===== src/hlcp_pkg.sv =====
// Shared types for the HPGL line command parser.
// Used by the front classifier, the queue and the back parser.
package hlcp_pkg;

  // Character class of one stream byte, as seen by the parser.
  typedef struct packed {
    logic       eos;
    logic       term;
    logic       newline;
    logic       ws;
    logic       digit;
    logic       digit_hi;
    logic       sign;
    logic       minus;
    logic       dot;
    logic       comma;
    logic       letter_p;
    logic       cmd_a;
    logic       cmd_r;
    logic       cmd_u;
    logic       cmd_d;
    logic [3:0] digit_val;
  } char_class_t;

endpackage


===== src/hlcp_front.sv =====
// Front end: takes stream bytes and classifies them for the parser.
// Depends on hlcp_pkg for the character class type.
module hlcp_front (
  input  logic                 byte_valid,
  input  logic [7:0]           byte_in,
  input  logic                 end_of_stream,
  input  logic                 queue_full,
  output logic                 byte_stall,
  output logic                 push,
  output hlcp_pkg::char_class_t cls
);
  import hlcp_pkg::*;

  localparam logic [7:0] CH_TAB   = 8'h09;
  localparam logic [7:0] CH_LF    = 8'h0A;
  localparam logic [7:0] CH_VT    = 8'h0B;
  localparam logic [7:0] CH_FF    = 8'h0C;
  localparam logic [7:0] CH_CR    = 8'h0D;
  localparam logic [7:0] CH_SPACE = 8'h20;
  localparam logic [7:0] CH_PLUS  = 8'h2B;
  localparam logic [7:0] CH_COMMA = 8'h2C;
  localparam logic [7:0] CH_MINUS = 8'h2D;
  localparam logic [7:0] CH_DOT   = 8'h2E;
  localparam logic [7:0] CH_0     = 8'h30;
  localparam logic [7:0] CH_5     = 8'h35;
  localparam logic [7:0] CH_9     = 8'h39;
  localparam logic [7:0] CH_SEMI  = 8'h3B;
  localparam logic [7:0] CH_A     = 8'h41;
  localparam logic [7:0] CH_D     = 8'h44;
  localparam logic [7:0] CH_P     = 8'h50;
  localparam logic [7:0] CH_R     = 8'h52;
  localparam logic [7:0] CH_U     = 8'h55;

  // Hold the stream while the queue has no room.
  assign byte_stall = queue_full;
  assign push       = byte_valid && !queue_full;

  // Classify the byte; end of stream is a terminator and nothing else.
  always_comb begin
    cls = '0;
    if (end_of_stream) begin
      cls.eos  = 1'b1;
      cls.term = 1'b1;
    end else begin
      cls.term      = (byte_in == CH_SEMI) || (byte_in == CH_LF);
      cls.newline   = (byte_in == CH_LF);
      cls.ws        = byte_in inside {CH_SPACE, CH_TAB, CH_LF, CH_VT, CH_FF, CH_CR};
      cls.digit     = byte_in inside {[CH_0:CH_9]};
      cls.digit_hi  = byte_in inside {[CH_5:CH_9]};
      cls.sign      = (byte_in == CH_PLUS) || (byte_in == CH_MINUS);
      cls.minus     = (byte_in == CH_MINUS);
      cls.dot       = (byte_in == CH_DOT);
      cls.comma     = (byte_in == CH_COMMA);
      cls.letter_p  = (byte_in == CH_P);
      cls.cmd_a     = (byte_in == CH_A);
      cls.cmd_r     = (byte_in == CH_R);
      cls.cmd_u     = (byte_in == CH_U);
      cls.cmd_d     = (byte_in == CH_D);
      cls.digit_val = byte_in[3:0];
    end
  end

endmodule


===== src/hlcp_queue.sv =====
// Short queue of classified bytes between front end and parser.
// Depends on hlcp_pkg for the entry type.
module hlcp_queue (
  input  logic                  clk,
  input  logic                  rst,
  input  logic                  push,
  input  hlcp_pkg::char_class_t wr_item,
  output logic                  full,
  output logic                  rd_valid,
  output hlcp_pkg::char_class_t rd_item,
  input  logic                  pop
);
  import hlcp_pkg::*;

  localparam int DEPTH = 4;
  localparam int AW    = $clog2(DEPTH);

  char_class_t     entries [DEPTH];
  logic [AW-1:0]   wr_ptr;
  logic [AW-1:0]   rd_ptr;
  logic [AW:0]     count;

  assign full     = (count == (AW+1)'(DEPTH));
  assign rd_valid = (count != '0);
  assign rd_item  = entries[rd_ptr];

  // Store pushed entries.
  always_ff @(posedge clk) begin
    if (push) begin
      entries[wr_ptr] <= wr_item;
    end
  end

  // Advance pointers and occupancy.
  always_ff @(posedge clk) begin
    if (rst) begin
      wr_ptr <= '0;
      rd_ptr <= '0;
      count  <= '0;
    end else begin
      if (push) begin
        wr_ptr <= wr_ptr + 1'b1;
      end
      if (pop) begin
        rd_ptr <= rd_ptr + 1'b1;
      end
      if (push && !pop) begin
        count <= count + 1'b1;
      end else if (pop && !push) begin
        count <= count - 1'b1;
      end
    end
  end

endmodule


===== src/hlcp_back.sv =====
// Back end: command and number parser, position update and segment output.
// Depends on hlcp_pkg for the character class type.
module hlcp_back #(
  parameter int COORD_WIDTH = 32
) (
  input  logic                  clk,
  input  logic                  rst,
  input  logic                  cls_valid,
  input  hlcp_pkg::char_class_t cls,
  output logic                  cls_pop,
  output logic                  seg_valid,
  input  logic                  seg_stall,
  output logic signed [31:0]    seg_start_x,
  output logic signed [31:0]    seg_start_y,
  output logic signed [31:0]    seg_end_x,
  output logic signed [31:0]    seg_end_y
);
  import hlcp_pkg::*;

  localparam int CW = COORD_WIDTH;
  localparam logic [CW-1:0]        MAG_CAP   = {1'b1, {(CW-1){1'b0}}};
  localparam logic signed [CW-1:0] COORD_MAX = {1'b0, {(CW-1){1'b1}}};
  localparam logic signed [CW-1:0] COORD_MIN = {1'b1, {(CW-1){1'b0}}};

  typedef enum logic [3:0] {
    PH_CMD1 = 4'b0001,
    PH_CMD2 = 4'b0010,
    PH_SKIP = 4'b0100,
    PH_NUM  = 4'b1000
  } phase_t;

  typedef enum logic [5:0] {
    SUB_WS   = 6'b000001,
    SUB_SIGN = 6'b000010,
    SUB_INT  = 6'b000100,
    SUB_DOT0 = 6'b001000,
    SUB_DOTD = 6'b010000,
    SUB_FRAC = 6'b100000
  } sub_t;

  phase_t phase, phase_next;
  sub_t   sub, sub_next;
  logic   num_is_y, num_is_y_next;
  logic   first_p, first_p_next;
  logic   pen_down, pen_down_next;
  logic   absolute_mode, absolute_mode_next;
  logic [CW-1:0]        number_accum, number_accum_next;
  logic                 number_negative, number_negative_next;
  logic                 round_up_pending, round_up_pending_next;
  logic signed [CW-1:0] held_x, held_x_next;
  logic signed [CW-1:0] pos_x, pos_y;

  // Pending pair completion, registered when the pair is parsed and carried out once its segment can go.
  logic                 calc_valid;
  logic signed [CW-1:0] calc_x, calc_y;
  logic                 calc_abs, calc_pen, calc_eos;
  logic                 calc_fire;
  logic                 launch;

  logic num_done, num_fail;
  logic [CW+3:0]        acc_prod;
  logic [CW-1:0]        acc_sum;
  logic [CW-1:0]        rnd_mag;
  logic signed [CW-1:0] num_value;
  logic signed [CW-1:0] end_x, end_y;

  function automatic logic signed [CW-1:0] sat_add(input logic signed [CW-1:0] a,
                                                   input logic signed [CW-1:0] b);
    logic [CW:0] s;
    s = {a[CW-1], a} + {b[CW-1], b};
    if (s[CW] != s[CW-1]) begin
      return s[CW] ? COORD_MIN : COORD_MAX;
    end
    return s[CW-1:0];
  endfunction

  // Multiply-by-ten accumulate, saturating at the magnitude cap.
  always_comb begin
    acc_prod = ({4'b0000, number_accum} << 3) + ({4'b0000, number_accum} << 1)
             + (CW+4)'(cls.digit_val);
    acc_sum  = (acc_prod > (CW+4)'(MAG_CAP)) ? MAG_CAP : acc_prod[CW-1:0];
  end

  // Round half away from zero, apply sign and clamp to the coordinate range.
  always_comb begin
    rnd_mag = number_accum + CW'(round_up_pending && !number_accum[CW-1]);
    if (number_negative) begin
      num_value = rnd_mag[CW-1] ? COORD_MIN : -$signed(rnd_mag);
    end else begin
      num_value = rnd_mag[CW-1] ? COORD_MAX : $signed(rnd_mag);
    end
  end

  // Complete a pending pair unless its segment has nowhere to go.
  assign calc_fire = calc_valid && (!calc_pen || !seg_valid || !seg_stall);
  assign cls_pop   = cls_valid && !(calc_valid && !calc_fire);
  assign end_x     = calc_abs ? calc_x : sat_add(pos_x, calc_x);
  assign end_y     = calc_abs ? calc_y : sat_add(pos_y, calc_y);

  // Parser transition for one popped byte.
  always_comb begin
    phase_next            = phase;
    sub_next              = sub;
    num_is_y_next         = num_is_y;
    first_p_next          = first_p;
    pen_down_next         = pen_down;
    absolute_mode_next    = absolute_mode;
    number_accum_next     = number_accum;
    number_negative_next  = number_negative;
    round_up_pending_next = round_up_pending;
    held_x_next           = held_x;
    launch                = 1'b0;
    num_done              = 1'b0;
    num_fail              = 1'b0;
    if (cls_pop) begin
      case (phase)
        PH_CMD2: begin
          if (cls.newline || cls.eos) begin
            phase_next = PH_SKIP;
          end else if (first_p && (cls.cmd_a || cls.cmd_r || cls.cmd_u || cls.cmd_d)) begin
            if (cls.cmd_a) begin
              absolute_mode_next = 1'b1;
            end else if (cls.cmd_r) begin
              absolute_mode_next = 1'b0;
            end else if (cls.cmd_u) begin
              pen_down_next = 1'b0;
            end else begin
              pen_down_next = 1'b1;
            end
            number_accum_next     = '0;
            number_negative_next  = 1'b0;
            round_up_pending_next = 1'b0;
            phase_next            = PH_NUM;
            sub_next              = SUB_WS;
            num_is_y_next         = 1'b0;
          end else begin
            phase_next = PH_SKIP;
          end
        end
        PH_SKIP: begin
          if (cls.term) begin
            phase_next = PH_CMD1;
          end
        end
        PH_NUM: begin
          case (sub)
            SUB_WS: begin
              if (cls.sign) begin
                number_negative_next = cls.minus;
                sub_next             = SUB_SIGN;
              end else if (cls.digit) begin
                number_accum_next = acc_sum;
                sub_next          = SUB_INT;
              end else if (cls.dot) begin
                sub_next = SUB_DOT0;
              end else if (!cls.ws) begin
                num_fail = 1'b1;
              end
            end
            SUB_SIGN: begin
              if (cls.digit) begin
                number_accum_next = acc_sum;
                sub_next          = SUB_INT;
              end else if (cls.dot) begin
                sub_next = SUB_DOT0;
              end else begin
                num_fail = 1'b1;
              end
            end
            SUB_INT: begin
              if (cls.digit) begin
                number_accum_next = acc_sum;
              end else if (cls.dot) begin
                sub_next = SUB_DOTD;
              end else begin
                num_done = 1'b1;
              end
            end
            SUB_DOT0, SUB_DOTD: begin
              if (cls.digit) begin
                round_up_pending_next = cls.digit_hi;
                sub_next              = SUB_FRAC;
              end else if (sub == SUB_DOT0) begin
                num_fail = 1'b1;
              end else begin
                num_done = 1'b1;
              end
            end
            SUB_FRAC: begin
              if (!cls.digit) begin
                num_done = 1'b1;
              end
            end
            default: begin
              num_fail = 1'b1;
            end
          endcase
          if (num_fail) begin
            phase_next = cls.term ? PH_CMD1 : PH_SKIP;
          end else if (num_done) begin
            number_accum_next     = '0;
            number_negative_next  = 1'b0;
            round_up_pending_next = 1'b0;
            if (!num_is_y) begin
              held_x_next = num_value;
              if (cls.comma) begin
                num_is_y_next = 1'b1;
                sub_next      = SUB_WS;
              end else begin
                phase_next = cls.term ? PH_CMD1 : PH_SKIP;
              end
            end else begin
              launch = 1'b1;
              if (cls.term) begin
                phase_next = PH_CMD1;
              end else begin
                sub_next      = SUB_WS;
                num_is_y_next = 1'b0;
              end
            end
          end
        end
        default: begin
          // first letter of a command token
          if (cls.newline) begin
            phase_next = PH_SKIP;
          end else if (!cls.eos) begin
            first_p_next = cls.letter_p;
            phase_next   = PH_CMD2;
          end
        end
      endcase
      // End of stream drops all parser state once the byte has acted.
      if (cls.eos) begin
        phase_next            = PH_CMD1;
        sub_next              = SUB_WS;
        num_is_y_next         = 1'b0;
        first_p_next          = 1'b0;
        pen_down_next         = 1'b0;
        absolute_mode_next    = 1'b0;
        number_accum_next     = '0;
        number_negative_next  = 1'b0;
        round_up_pending_next = 1'b0;
        held_x_next           = '0;
      end
    end
  end

  // Parser, position and output control registers.
  always_ff @(posedge clk) begin
    if (rst) begin
      phase            <= PH_CMD1;
      sub              <= SUB_WS;
      num_is_y         <= 1'b0;
      first_p          <= 1'b0;
      pen_down         <= 1'b0;
      absolute_mode    <= 1'b0;
      number_accum     <= '0;
      number_negative  <= 1'b0;
      round_up_pending <= 1'b0;
      held_x           <= '0;
      calc_valid       <= 1'b0;
      pos_x            <= '0;
      pos_y            <= '0;
      seg_valid        <= 1'b0;
    end else begin
      phase            <= phase_next;
      sub              <= sub_next;
      num_is_y         <= num_is_y_next;
      first_p          <= first_p_next;
      pen_down         <= pen_down_next;
      absolute_mode    <= absolute_mode_next;
      number_accum     <= number_accum_next;
      number_negative  <= number_negative_next;
      round_up_pending <= round_up_pending_next;
      held_x           <= held_x_next;
      if (launch) begin
        calc_valid <= 1'b1;
      end else if (calc_fire) begin
        calc_valid <= 1'b0;
      end
      // End of stream with no pair of its own clears the position after any
      // older pair; a pair that it completes clears it once that pair has moved.
      if (cls_pop && cls.eos && !launch) begin
        pos_x <= '0;
        pos_y <= '0;
      end else if (calc_fire) begin
        pos_x <= calc_eos ? '0 : end_x;
        pos_y <= calc_eos ? '0 : end_y;
      end
      if (calc_fire && calc_pen) begin
        seg_valid <= 1'b1;
      end else if (!seg_stall) begin
        seg_valid <= 1'b0;
      end
    end
  end

  // Capture a completed pair and load the segment payload.
  always_ff @(posedge clk) begin
    if (launch) begin
      calc_x   <= held_x;
      calc_y   <= num_value;
      calc_abs <= absolute_mode;
      calc_pen <= pen_down;
      calc_eos <= cls.eos;
    end
    if (calc_fire && calc_pen) begin
      seg_start_x <= 32'(pos_x);
      seg_start_y <= 32'(pos_y);
      seg_end_x   <= 32'(end_x);
      seg_end_y   <= 32'(end_y);
    end
  end

endmodule


===== src/hpgl_line_command_parser_core.sv =====
// HPGL line command parser. Takes one stream byte per cycle while the queue has
// room: the byte is classified on entry and written to a four-entry queue, and
// the parser pops one entry per clock unless it holds. The byte that completes a
// pair loads the pending pair registers as it leaves the queue, and the segment
// is then registered at the output. The parser holds only when a pen-down pair
// completes while an earlier segment still waits at the output; stall on the byte
// side rises once the queue fills. Coordinates are COORD_WIDTH-bit integer
// plotter units, saturating, and the segment ports carry their low 32 bits.
// Depends on hlcp_pkg, hlcp_front, hlcp_queue and hlcp_back.
module hpgl_line_command_parser_core #(
  parameter int COORD_WIDTH = 32
) (
  input  logic               clk,
  input  logic               rst,
  input  logic               byte_valid,
  output logic               byte_stall,
  input  logic [7:0]         byte_in,
  input  logic               end_of_stream,
  output logic               seg_valid,
  input  logic               seg_stall,
  output logic signed [31:0] seg_start_x,
  output logic signed [31:0] seg_start_y,
  output logic signed [31:0] seg_end_x,
  output logic signed [31:0] seg_end_y
);
  import hlcp_pkg::*;

  char_class_t in_cls;
  char_class_t head_cls;
  logic        push;
  logic        queue_full;
  logic        head_valid;
  logic        head_pop;

  // Classify incoming bytes.
  hlcp_front u_front (
    .byte_valid    (byte_valid),
    .byte_in       (byte_in),
    .end_of_stream (end_of_stream),
    .queue_full    (queue_full),
    .byte_stall    (byte_stall),
    .push          (push),
    .cls           (in_cls)
  );

  // Decouple front end from parser.
  hlcp_queue u_queue (
    .clk      (clk),
    .rst      (rst),
    .push     (push),
    .wr_item  (in_cls),
    .full     (queue_full),
    .rd_valid (head_valid),
    .rd_item  (head_cls),
    .pop      (head_pop)
  );

  // Parse and emit segments.
  hlcp_back #(
    .COORD_WIDTH (COORD_WIDTH)
  ) u_back (
    .clk         (clk),
    .rst         (rst),
    .cls_valid   (head_valid),
    .cls         (head_cls),
    .cls_pop     (head_pop),
    .seg_valid   (seg_valid),
    .seg_stall   (seg_stall),
    .seg_start_x (seg_start_x),
    .seg_start_y (seg_start_y),
    .seg_end_x   (seg_end_x),
    .seg_end_y   (seg_end_y)
  );

endmodule


===== config.mk =====
export PLATFORM = sky130hd
export DESIGN_NAME = hpgl_line_command_parser_core
export DESIGN_NICKNAME = d
export VERILOG_FILES = /design/src/hlcp_pkg.sv /design/src/hlcp_front.sv /design/src/hlcp_queue.sv /design/src/hlcp_back.sv /design/src/hpgl_line_command_parser_core.sv
export SDC_FILE = /design/constraint.sdc
export NUM_CORES = 1
export LEC_CHECK = 0
export BUFFER_PORTS_ARGS = -buffer_cell sky130_fd_sc_hd__buf_2
export CAP_MARGIN = 0
export CORE_AREA = 2 2 198 200
export CTS_BUF_LIST = sky130_fd_sc_hd__clkbuf_2
export CTS_CLUSTER_DIAMETER = 100
export DETAILED_ROUTE_END_ITERATION = 10
export DIE_AREA = 0 0 200 202
export HOLD_SLACK_MARGIN = 0.02
export PLACE_DENSITY = 0.82
export SETUP_SLACK_MARGIN = 0.1
export SLEW_MARGIN = 20
export SYNTH_ARGS = -nofsm -noshare
export SYNTH_HDL_FRONTEND = slang
export SYNTH_SLANG_ARGS = --single-unit

===== constraint.sdc =====
create_clock -name clk -period 5.15 [get_ports clk]
set_input_delay 0 -clock clk [delete_from_list [all_inputs] [get_ports clk]]
set_output_delay 0 -clock clk [all_outputs]
set_load 0.05 [all_outputs]

==> impl_metrics.yaml, run 1 <==
yosys:
  mappedNetlistNets: 2560
  synth_ff_type: "edfxtp_1"
  syn_area_mm2: 0.0242
  syn_avg_cell_area_um2: 10.1
  ys_warn_count: 0
  synth.yosys.seq_area_share_pct: 46.5
  netlist_instances: 2407
  synth_edf_count: 271
  ys_types: 95
  ys_ff_latch: 426
  async_flop_share_pct: 0
timing:
  hold_ws_ns: 0.0999
  fmax_ghz: 0.208
  rsz0062_at_grt: "yes"
  finalSetupViolCount: 0
  skew_ns: 0.0921
  period_share_pct: 93.4
  fin_setup_tns_ns: 0
  timing_worst_slew_pin_value_ns: 1.11
  maxSlewHeadroom_pct: 26.2
  slew_viol_final: 0
  finalHoldViolCount: 0
  fin_crit_ns: 4.81
clock_network:
  clkTransAtPathRegs_ns: 0.15
  cts_tree: "yes"
  htreeDepth: 3
  cts_setup_buffers: 0
  root_buffer: "clkbuf_2"
  clkSinkCount: 426
  clk_latency_ns: 1.05
  clockBufferDepth: 3
  cts_made_buffers: 103
drt:
  vias: 20500
  drt_iter0_drc: 1895
  finalWirelength_um: 65700
  routed_via_density: 6.41
  drtPass1Iterations: 6
  wl_per_cell_um: 20.5
  drc_errors: 0
  ant_nets: 0
placement:
  place_congestion: 0.973
  dp_hpwl_um: 47000
  portBuffers: 142
power:
  p_comb_share_pct: 16.6
  sw_frac_of_total_pct: 31.1
  clkPwrFrac_pct: 30.9
  power.total_mw: 7.21
  p_int_mw: 4.97
  leakagePower_nw: 11.4
  ir_drop_v: 0.000222
  switchingPower_mw: 2.24
  pwr-share-seq_pct: 52.5
  powerDensity_mw_per_mm2: 270
worst_setup_path:
  cp.required_ns: 6.10
  crit_type: "reg2reg"
  worstPathCellList: "mux4_2 -> inv_1 -> fa_1 -> fa_1 -> nor2b_2 -> o31a_1 -> o21ai_1 -> a211o_1 -> o21ai_1 -> a41oi_1 -> or4_1 -> or2_1 -> a21oi_1 -> and3_4 -> a22o_1"
  timing.rr.end: "u_back.number_accum[29]$_SDFFE_PP0P_"
  r2r_slack_ns: 0.34
  critPathTopFamily: "compound AO/OA/AOI/OAI gates"
  cp_slowest_cell: "or4_1"
  path_buf_inv: 1
  end_kind: "register"
  startpoint_type: "register"
  ff2ff_path_depth: 15
  crit_path_max_fanout: 13
  arrival_ns: 5.76
  crit_path_max_incr_delay_ns: 0.59
floorplan:
  num_io_pins: 143
  die_w_um: 200
  die_area_mm2: 0.0404
  rows: 72
  core_area_mm2: 0.0383
  die_y_um: 202
  start_util_pct: 63.2
finish:
  nets: 2748
  syn_to_final_growth_pct: 10.3
  final_cell_mix: "271 x edfxtp_1, 187 x nand2_1, 182 x a21oi_1, 177 x nor2_1, 164 x o21ai_0"
  final_common_cell: "edfxtp_1"
  final_layout_size_suffix_gt1_share_pct: 16.1
hold_path:
  min_path_cells: 5
  hold_start: "byte_in[0]"
  holdPathEnd: "u_queue.entries[0][17]$_DFFE_PP_"
  min_path_type: "in2reg"
global_route:
  grt_pass1_vias: 19500
  grt_max_degree: 119
  grt_pass1_wl_um: 103000
  antenna_found_initial: 2
  grt_remaining_overflow: 0
  grt_usage_pct: 32.4
status:
  run_status: "complete, no violations"
flow_run:
  drv_cap: 0
==> flip-flops by register name (all words and copies together) (netlist names), 3 cells and up, named ones only <==
| signal | flops |
|---|---|
| u_back.seg_end_x | 32 |
| u_back.held_x | 32 |
| u_back.seg_end_y | 32 |
| u_queue.entries | 76 |
| u_back.sub | 6 |
| u_back.phase | 4 |
| u_queue.count | 3 |
| u_back.seg_start_x | 32 |
| u_back.seg_start_y | 32 |
| u_back.pos_y | 32 |
| u_back.number_accum | 32 |
| u_back.calc_y | 32 |
| u_back.calc_x | 32 |
| u_back.pos_x | 32 |
==> worst max path at each step <==
| stage | end | slack (ns) | cells past startpoint | start |
|---|---|---|---|---|
| 2_1_floorplan | u_back.number_accum[23]$_SDFFE_PP0P_ | 0.39 | 18 | register |
| 3_3_place_gp | u_back.number_accum[16]$_SDFFE_PP0P_ | 0.21 | 15 | register |
| 3_5_place_dp | u_back.number_accum[25]$_SDFFE_PP0P_ | 0.18 | 15 | register |
| 4_1_cts | u_back.number_accum[29]$_SDFFE_PP0P_ | 0.16 | 15 | register |
| 5_1_grt | u_back.number_accum[25]$_SDFFE_PP0P_ | 0.07 | 15 | register |
| 6_report | u_back.number_accum[29]$_SDFFE_PP0P_ | 0.34 | 15 | register |
==> per-layer routing <==
metal | vias up | GRT usage [%] | part of all wire [%]
met5 | - | 0 | 0.020
met4 | 2 | 16.1 | 4.4
met3 | 194 | 4.66 | 7.4
met2 | 1033 | 53.7 | 48
met1 | 9748 | 41.6 | 40
li1 | 9554 | - | -
==> logic make-up after synthesis <==
| group | count (synthesis) | share of synthesized area [%] |
|---|---|---|
| AO/OA/AOI/OAI | 756 | 20.7 |
| AND/OR/NAND/NOR | 736 | 15.3 |
| flip-flops | 426 | 46.5 |
| buffers and inverters | 192 | 3.26 |
| adder cells (fa/ha/maj) | 140 | 7.39 |
| XOR/XNOR | 125 | 4.63 |
| multiplexers | 32 | 2.33 |
==> synth_stat cells, types with 52 or more instances <==
library cell | instances | area (µm²)
a21o_1 | 73 | 548
a22oi_1 | 59 | 443
clkbuf_1 | 87 | 327
ha_1 | 135 | 1690
nand3_1 | 105 | 526
xor2_1 | 52 | 455
a22o_1 | 54 | 473
o21ai_0 | 164 | 821
dfxtp_1 | 155 | 3100
nand2_1 | 187 | 702
a21oi_1 | 182 | 911
edfxtp_1 | 271 | 8140
nor2_1 | 177 | 664
inv_1 | 57 | 214
xnor2_1 | 71 | 622
==> cell type report <==
cell class	instances	area, µm²
Antenna cell	1	2.50
Clock buffer	163	816
Clock inverter	31	146
Fill cell	2891	11600
Inverter	59	221
Multi-Input combinational cell	1789	12200
Sequential cell	426	11200
Tap cell	518	648
Timing Repair Buffer	216	1370
==> worst reg2reg max path: cells and delay by family, from the launching register on <==
family / cells / cell delay, ns
adder cells (fa/ha/maj): 2 / 0.95
AO/OA/AOI/OAI: 7 / 1.46
flip-flops: 1 / 0.39
multiplexers: 1 / 0.50
AND/OR/NAND/NOR: 4 / 1.41
buffers and inverters: 1 / 0.09
==> timing repair <==
action | in CTS | in global routing
hold buffers | 33 | 0
resized for setup | 0 | 7
setup endpoints to repair | 0 | 27
endpoints found under the hold margin | 314 | 0
==> power groups by stage <==
| stage | clock [mW] | combinational [mW] | sequential, mW |
|---|---|---|---|
| 2_1_floorplan | 0 | 0.863 | 3.82 |
| 3_5_place_dp | 0 | 1.14 | 3.86 |
| 6_report | 2.23 | 1.20 | 3.78 |
| 5_1_grt | 2.42 | 1.30 | 3.80 |
| 4_1_cts | 2.26 | 1.17 | 3.78 |
| 3_3_place_gp | 0 | 1.12 | 3.85 |
==> per-stage QoR <==
stage / setup slack [ns] / util, % / cells / area (µm²)
finish: 0.339 / 69.7 / 3203 / 26700
global route: 0.0658 / 69.7 / 3203 / 26700
CTS: 0.162 / 69.6 / 3202 / 26600
detailed placement: 0.182 / 66.2 / 2975 / 25400
global placement: 0.214 / 66.2 / 2975 / 25400
floorplan: 0.392 / - / 2407 / 24200
Note: power is estimated with default switching activity, not from simulation.
==> run 2, diff against run 1 <==
--- a/config.mk
+++ b/config.mk
@@ -7,13 +7,14 @@
 export LEC_CHECK = 0
 export BUFFER_PORTS_ARGS = -buffer_cell sky130_fd_sc_hd__buf_2
 export CAP_MARGIN = 0
-export CORE_AREA = 2 2 198 200
+export CORE_AREA = 2 2 196 198
 export CTS_BUF_LIST = sky130_fd_sc_hd__clkbuf_2
 export CTS_CLUSTER_DIAMETER = 100
 export DETAILED_ROUTE_END_ITERATION = 10
-export DIE_AREA = 0 0 200 202
+export DIE_AREA = 0 0 198 200
 export HOLD_SLACK_MARGIN = 0.02
-export PLACE_DENSITY = 0.82
+export PLACE_DENSITY = 0.84
+export REMOVE_ABC_BUFFERS = 1
 export SETUP_SLACK_MARGIN = 0.1
 export SLEW_MARGIN = 20
 export SYNTH_ARGS = -nofsm -noshare
==> constraint.sdc (replaced) <==
create_clock -name clk -period 5.67 [get_ports clk]
set_input_delay 0 -clock clk [delete_from_list [all_inputs] [get_ports clk]]
set_output_delay 0 -clock clk [all_outputs]
set_load 0.05 [all_outputs]
==> impl_metrics.yaml, run 2 (synthesis gave the netlist of run 1 again) <==
global_route:
  grt_pass1_wl_um: 103000
  use_met2_pct: 57.9
  gr-usage-met3_pct: 5.11
  grt_remaining_overflow: 0
  grt_usage_pct: 33.2
  grt_max_degree: 86
  grt_busiest_layer: "met2"
  met1_usage_pct: 40.8
  antenna_found_initial: 2
  grt_pass1_vias: 19400
timing:
  fin_setup_tns_ns: 0
  finalSetupViolCount: 0
  rsz0062_at_grt: "no"
  fmax_ghz: 0.195
  slew_viol_final: 0
  maxSlewHeadroom_pct: 27.9
  layout_setup_ws_ns: 0.551
  timing_worst_slew_pin_value_ns: 1.08
  fin_crit_ns: 5.12
  skew_ns: 0.0766
  hold_ws_ns: 0.0944
  finalHoldViolCount: 0
  period_share_pct: 90.3
finish:
  final_layout_size_suffix_gt1_share_pct: 14.9
  final_common_cell: "edfxtp_1"
  multi_input_area_mm2: 0.0122
  largest_reg_flops: 76
  regMostFlops: "u_queue.entries"
  stdcell_count: 3188
  syn_to_final_growth_pct: 10.1
  regArea_mm2: 0.0112
  nets: 2738
  nFillCells: 2770
  fin_util_pct: 71.2
  final_cell_mix: "271 x edfxtp_1, 187 x nand2_1, 182 x a21oi_1, 176 x nor2_1, 164 x o21ai_0"
  fin_area_mm2: 0.0266
clock_network:
  cts_made_buffers: 101
  clkSinkCount: 426
  clk_latency_ns: 1.06
  root_buffer: "clkbuf_2"
  cts_setup_buffers: 0
  clkTransAtPathRegs_ns: 0.11
  cts_tree: "yes"
  htreeDepth: 3
  clockBufferDepth: 3
worst_setup_path:
  arrival_ns: 6.08
  end_kind: "register"
  crit_type: "reg2reg"
  crit_path_max_fanout: 17
  cp.required_ns: 6.63
  startpoint_type: "register"
floorplan:
  die_w_um: 198
  core_area_mm2: 0.0374
  rows: 71
  start_util_pct: 64.7
  die_y_um: 200
  num_io_pins: 143
  die_area_mm2: 0.0396
placement:
  pre_cts_slack_ns: 0.560
  dp_hpwl_um: 46500
  post-place-cells: 2954
  dpl-instance-area_mm2: 0.0252
  place_congestion: 0.955
  portBuffers: 142
hold_path:
  min_path_type: "in2reg"
drt:
  wl_per_cell_um: 20.6
  vias: 20300
  drc_errors: 0
  finalWirelength_um: 65600
  drt_iter0_drc: 1567
  ant_nets: 0
  routed_via_density: 6.38
  drtPass1Iterations: 7
flow_run:
  drv_cap: 0
power:
  leakagePower_nw: 11.3
  power.total_mw: 6.64
  ir_drop_v: 0.000257
  powerDensity_mw_per_mm2: 249
status:
  run_status: "complete, no violations"
==> run 2: final timing paths <==
| path | slack [ns] | start | cells after the start | endpoint |
|---|---|---|---|---|
| setup / recovery | 0.55 | register | 17 | u_back.number_accum[1]$_SDFFE_PP0P_ |
| hold / removal | 0.09 | byte_valid | 5 | u_queue.wr_ptr[0]$_SDFFE_PP0P_ |
| setup reg to reg | 0.55 | register | 17 | u_back.number_accum[1]$_SDFFE_PP0P_ |
| hold reg to reg | 0.44 | u_back.held_x[10]$_SDFFE_PP0P_ | 0 | u_back.calc_x[10]$_DFFE_PP_ |
==> run 2: routing by layer <==
metal / wire (µm) / vias up / share of wire [%]
li1: - / 9549 / -
met1: 26000 / 9676 / 40
met2: 32700 / 941 / 50
met3: 4400 / 178 / 6.7
met4: 2520 / 0 / 3.8
met5: 0 / - / 0
==> run 2: what timing repair did <==
| item | 4_1_cts | 5_1_grt |
|---|---|---|
| hold endpoints to repair | 206 | 0 |
| setup endpoints to repair | 0 | 4 |
| hold buffers | 39 | 0 |
| gates resized for setup | 0 | 1 |
==> run 2: area by class of cell <==
class / count / area share, %
multi-input cells: 1789 / 45.8
flip-flops and latches: 426 / 42.2
clock inverters: 39 / 0.892
repair buffers: 208 / 5.00
well taps: 511 / 2.40
diodes: 4 / 0.0376
clock buffers: 152 / 2.85
inverters: 59 / 0.831
==> run 2: worst max-delay path: stages, from the launching register on <==
cell and delay [ns]:
dfxtp_1 0.43, buf_6 0.28, mux4_2 0.54, ha_1 0.19, ha_1 0.19, inv_1 0.07
fa_1 0.24, nor2b_1 0.09, o31a_1 0.31, o21ai_0 0.18, or4b_1 0.51, a2111oi_0 0.51
nand4_1 0.16, nor4_1 0.27, nand4b_1 0.23, a21oi_1 0.24, and3_2 0.42, a22o_1 0.18
==> run 2: power by group <==
| group | internal [mW] | total, mW | switching [mW] | leakage, nW |
|---|---|---|---|---|
| sequential | 3.36 | 3.44 | 0.0785 | 3.91 |
| combinational | 0.392 | 1.08 | 0.686 | 6.67 |
| clock | 0.858 | 2.12 | 1.26 | 0.748 |
==> run 3, diff against run 2 <==
--- a/config.mk
+++ b/config.mk
@@ -5,13 +5,14 @@
 export SDC_FILE = /design/constraint.sdc
 export NUM_CORES = 1
 export LEC_CHECK = 0
+export ABC_AREA = 1
 export BUFFER_PORTS_ARGS = -buffer_cell sky130_fd_sc_hd__buf_2
 export CAP_MARGIN = 0
-export CORE_AREA = 2 2 196 198
+export CORE_AREA = 2 2 202 204
 export CTS_BUF_LIST = sky130_fd_sc_hd__clkbuf_2
 export CTS_CLUSTER_DIAMETER = 100
 export DETAILED_ROUTE_END_ITERATION = 10
-export DIE_AREA = 0 0 198 200
+export DIE_AREA = 0 0 204 206
 export HOLD_SLACK_MARGIN = 0.02
 export PLACE_DENSITY = 0.84
 export REMOVE_ABC_BUFFERS = 1
==> impl_metrics.yaml, run 3 <==
status:
  run_status: "complete, no violations"
floorplan:
  rows: 74
  start_util_pct: 64.0
  die_y_um: 206
  num_io_pins: 143
  die_area_mm2: 0.0420
  core_area_mm2: 0.0402
  die_w_um: 204
global_route:
  grt_remaining_overflow: 0
  grt_pass1_wl_um: 119000
  antenna_found_initial: 1
  grt_pass1_vias: 23100
  grt_usage_pct: 35.8
  grt_max_degree: 77
clock_network:
  htreeDepth: 3
  root_buffer: "clkbuf_2"
  clkTransAtPathRegs_ns: 0.11
  cts_made_buffers: 102
  clkSinkCount: 426
  clk_latency_ns: 1.12
  clockBufferDepth: 3
  post_cts_resize_count: 0
  cts_tree: "yes"
  cts_setup_buffers: 0
worst_setup_path:
  startpoint_type: "register"
  crit_path_max_incr_delay_ns: 0.65
  cp.required_ns: 6.61
  end_kind: "register"
  path_buf_inv: 3
  critPathTopFamily: "simple AND/OR/NAND/NOR gates"
  cpMostUsedCell: "nand2_1"
  cp_slowest_cell: "dfxtp_1"
  crit_type: "reg2reg"
  arrival_ns: 5.81
  crit_path_max_fanout: 31
  r2r_slack_ns: 0.80
drt:
  vias: 24200
  ant_nets: 0
  wl_per_cell_um: 18.0
  drt_iter0_drc: 2135
  finalWirelength_um: 75600
  drtPass1Iterations: 8
  drc_errors: 0
  routed_via_density: 5.79
yosys:
  syn_area_mm2: 0.0257
  synth.yosys.seq_area_share_pct: 43.7
  synth_edf_count: 271
  ys_types: 64
  ys_warn_count: 0
  async_flop_share_pct: 0
  synth.area.top_cells: "edfxtp_1 32%, nand2_1 17%, dfxtp_1 12%"
  synth.most_common_cell: "nand2_1"
  synth_top_area_share_pct: 31.7
  ys_ff_latch: 426
  syn_avg_cell_area_um2: 7.64
  netlist_instances: 3364
  synth.top_cells.by_count: "1157 x nand2_1, 342 x inv_1, 288 x a21oi_1"
  yosys.area.top_type: "edfxtp_1"
  synth_ff_type: "edfxtp_1"
timing:
  fmax_ghz: 0.206
  maxSlewHeadroom_pct: 28.9
  finalHoldViolCount: 0
  period_share_pct: 85.8
  timing_worst_slew_pin_value_ns: 1.06
  skew_ns: 0.118
  slew_viol_final: 0
  finalSetupViolCount: 0
  rsz0062_at_grt: "no"
  fin_crit_ns: 4.87
  hold_ws_ns: 0.161
power:
  powerDensity_mw_per_mm2: 268
  pwr-share-seq_pct: 45.8
  ir_drop_v: 0.000263
  p_comb_share_pct: 25.8
  switchingPower_mw: 2.81
  clkPwrFrac_pct: 28.3
  p_int_mw: 4.75
  leakagePower_nw: 13.5
  sw_frac_of_total_pct: 37.2
finish:
  largest_reg_flops: 76
  fin_util_pct: 70.3
  stdcell_count: 4191
  final_common_cell: "nand2_1"
  syn_to_final_growth_pct: 9.84
  nets: 3723
  final_layout_size_suffix_gt1_share_pct: 11.1
  regMostFlops: "u_queue.entries"
  final_cell_mix: "1156 x nand2_1, 341 x inv_1, 288 x a21oi_1, 282 x nor2_1, 271 x edfxtp_1"
placement:
  dp_hpwl_um: 53300
  portBuffers: 142
  post-place-cells: 3963
  place_congestion: 0.971
flow_run:
  drv_cap: 0
hold_path:
  min_path_type: "in2reg"
## run 3: cell count changes after synthesis, moves of 23 or more
cell | previous run | this run
a21o_1 | 73 | 15
a21oi_1 | 182 | 288
a22o_1 | 54 | 0
a22oi_1 | 59 | 3
inv_1 | 57 | 342
nand2_1 | 187 | 1157
nand2b_1 | 23 | 0
nand3_1 | 105 | 160
nor2_1 | 177 | 283
nor2b_1 | 28 | 0
o21ai_0 | 164 | 88
xnor2_1 | 71 | 39
## run 3: final timing paths
kind,start,endpoint,depth (start not counted)
setup / recovery,register,u_back.number_accum[24]$_SDFFE_PP0P_,26
setup reg to reg,register,u_back.number_accum[24]$_SDFFE_PP0P_,26
hold reg to reg,u_back.held_x[16]$_SDFFE_PP0P_,u_back.calc_x[16]$_DFFE_PP_,0
hold / removal,rst,u_back.held_x[18]$_SDFFE_PP0P_,4
## run 3: timing repair
item                                   4_1_cts  5_1_grt
hold buffers                                35        0
setup endpoints to repair                    0        0
endpoints found under the hold margin      375        0
## run 3: area by class of cell
class	instances	area, µm²
Fill cell	3251	11900
Sequential cell	426	11200
Clock inverter	40	240
Tap cell	532	666
Inverter	355	1340
Clock buffer	152	761
Multi-Input combinational cell	2484	12700
Timing Repair Buffer	201	1240
Antenna cell	1	2.50
## run 3: power by group through the flow
stage | combinational [mW] | sequential, mW | clock (mW)
2_1_floorplan | 1.31 | 3.51 | 0
3_3_place_gp | 1.81 | 3.52 | 0
3_5_place_dp | 1.86 | 3.53 | 0
4_1_cts | 1.89 | 3.46 | 2.15
5_1_grt | 2.15 | 3.48 | 2.32
6_report | 1.95 | 3.46 | 2.14
## run 3: routing by layer
| layer | part of all wire, % | track usage, % |
|---|---|---|
| met1 | 39 | 43.6 |
| met2 | 49 | 61.5 |
| met3 | 7.4 | 5.38 |
| met4 | 5.0 | 18.8 |
| met5 | 0 | 0 |
## run 3: kinds of logic (layout without fill, tap and decap cells)
| group | count (synthesis) | in the layout | share of synthesized area (%) |
|---|---|---|---|
| XOR/XNOR | 106 | 106 | 3.73 |
| adder cells (fa/ha/maj) | 140 | 140 | 6.96 |
| other | 0 | 1 | 0 |
| AND/OR/NAND/NOR | 1753 | 1753 | 28.1 |
| buffers and inverters | 454 | 748 | 6.83 |
| AO/OA/AOI/OAI | 485 | 485 | 10.7 |
| flip-flops | 426 | 426 | 43.7 |
## run 3: per-stage QoR
stage                     setup TNS, ns  power [mW]  area [µm²]  setup slack, ns
final                                 0        7.56       28200            0.804
after global routing                  0        7.96       28200            0.382
after CTS                             0        7.50       28200            0.831
after detailed placement              0        5.39       26900            0.911
after global placement                0        5.33       26900             1.09
after floorplan                 -503.12        4.82       25300            -5.41
## run 3: worst register-to-register path, delay by kind of cell, from the launching register on
kind	cells	cell delay [ns]
AND/OR/NAND/NOR	19	1.75
buffers and inverters	3	0.91
adder cells (fa/ha/maj)	2	0.84
flip-flops	1	0.65
AO/OA/AOI/OAI	2	0.57
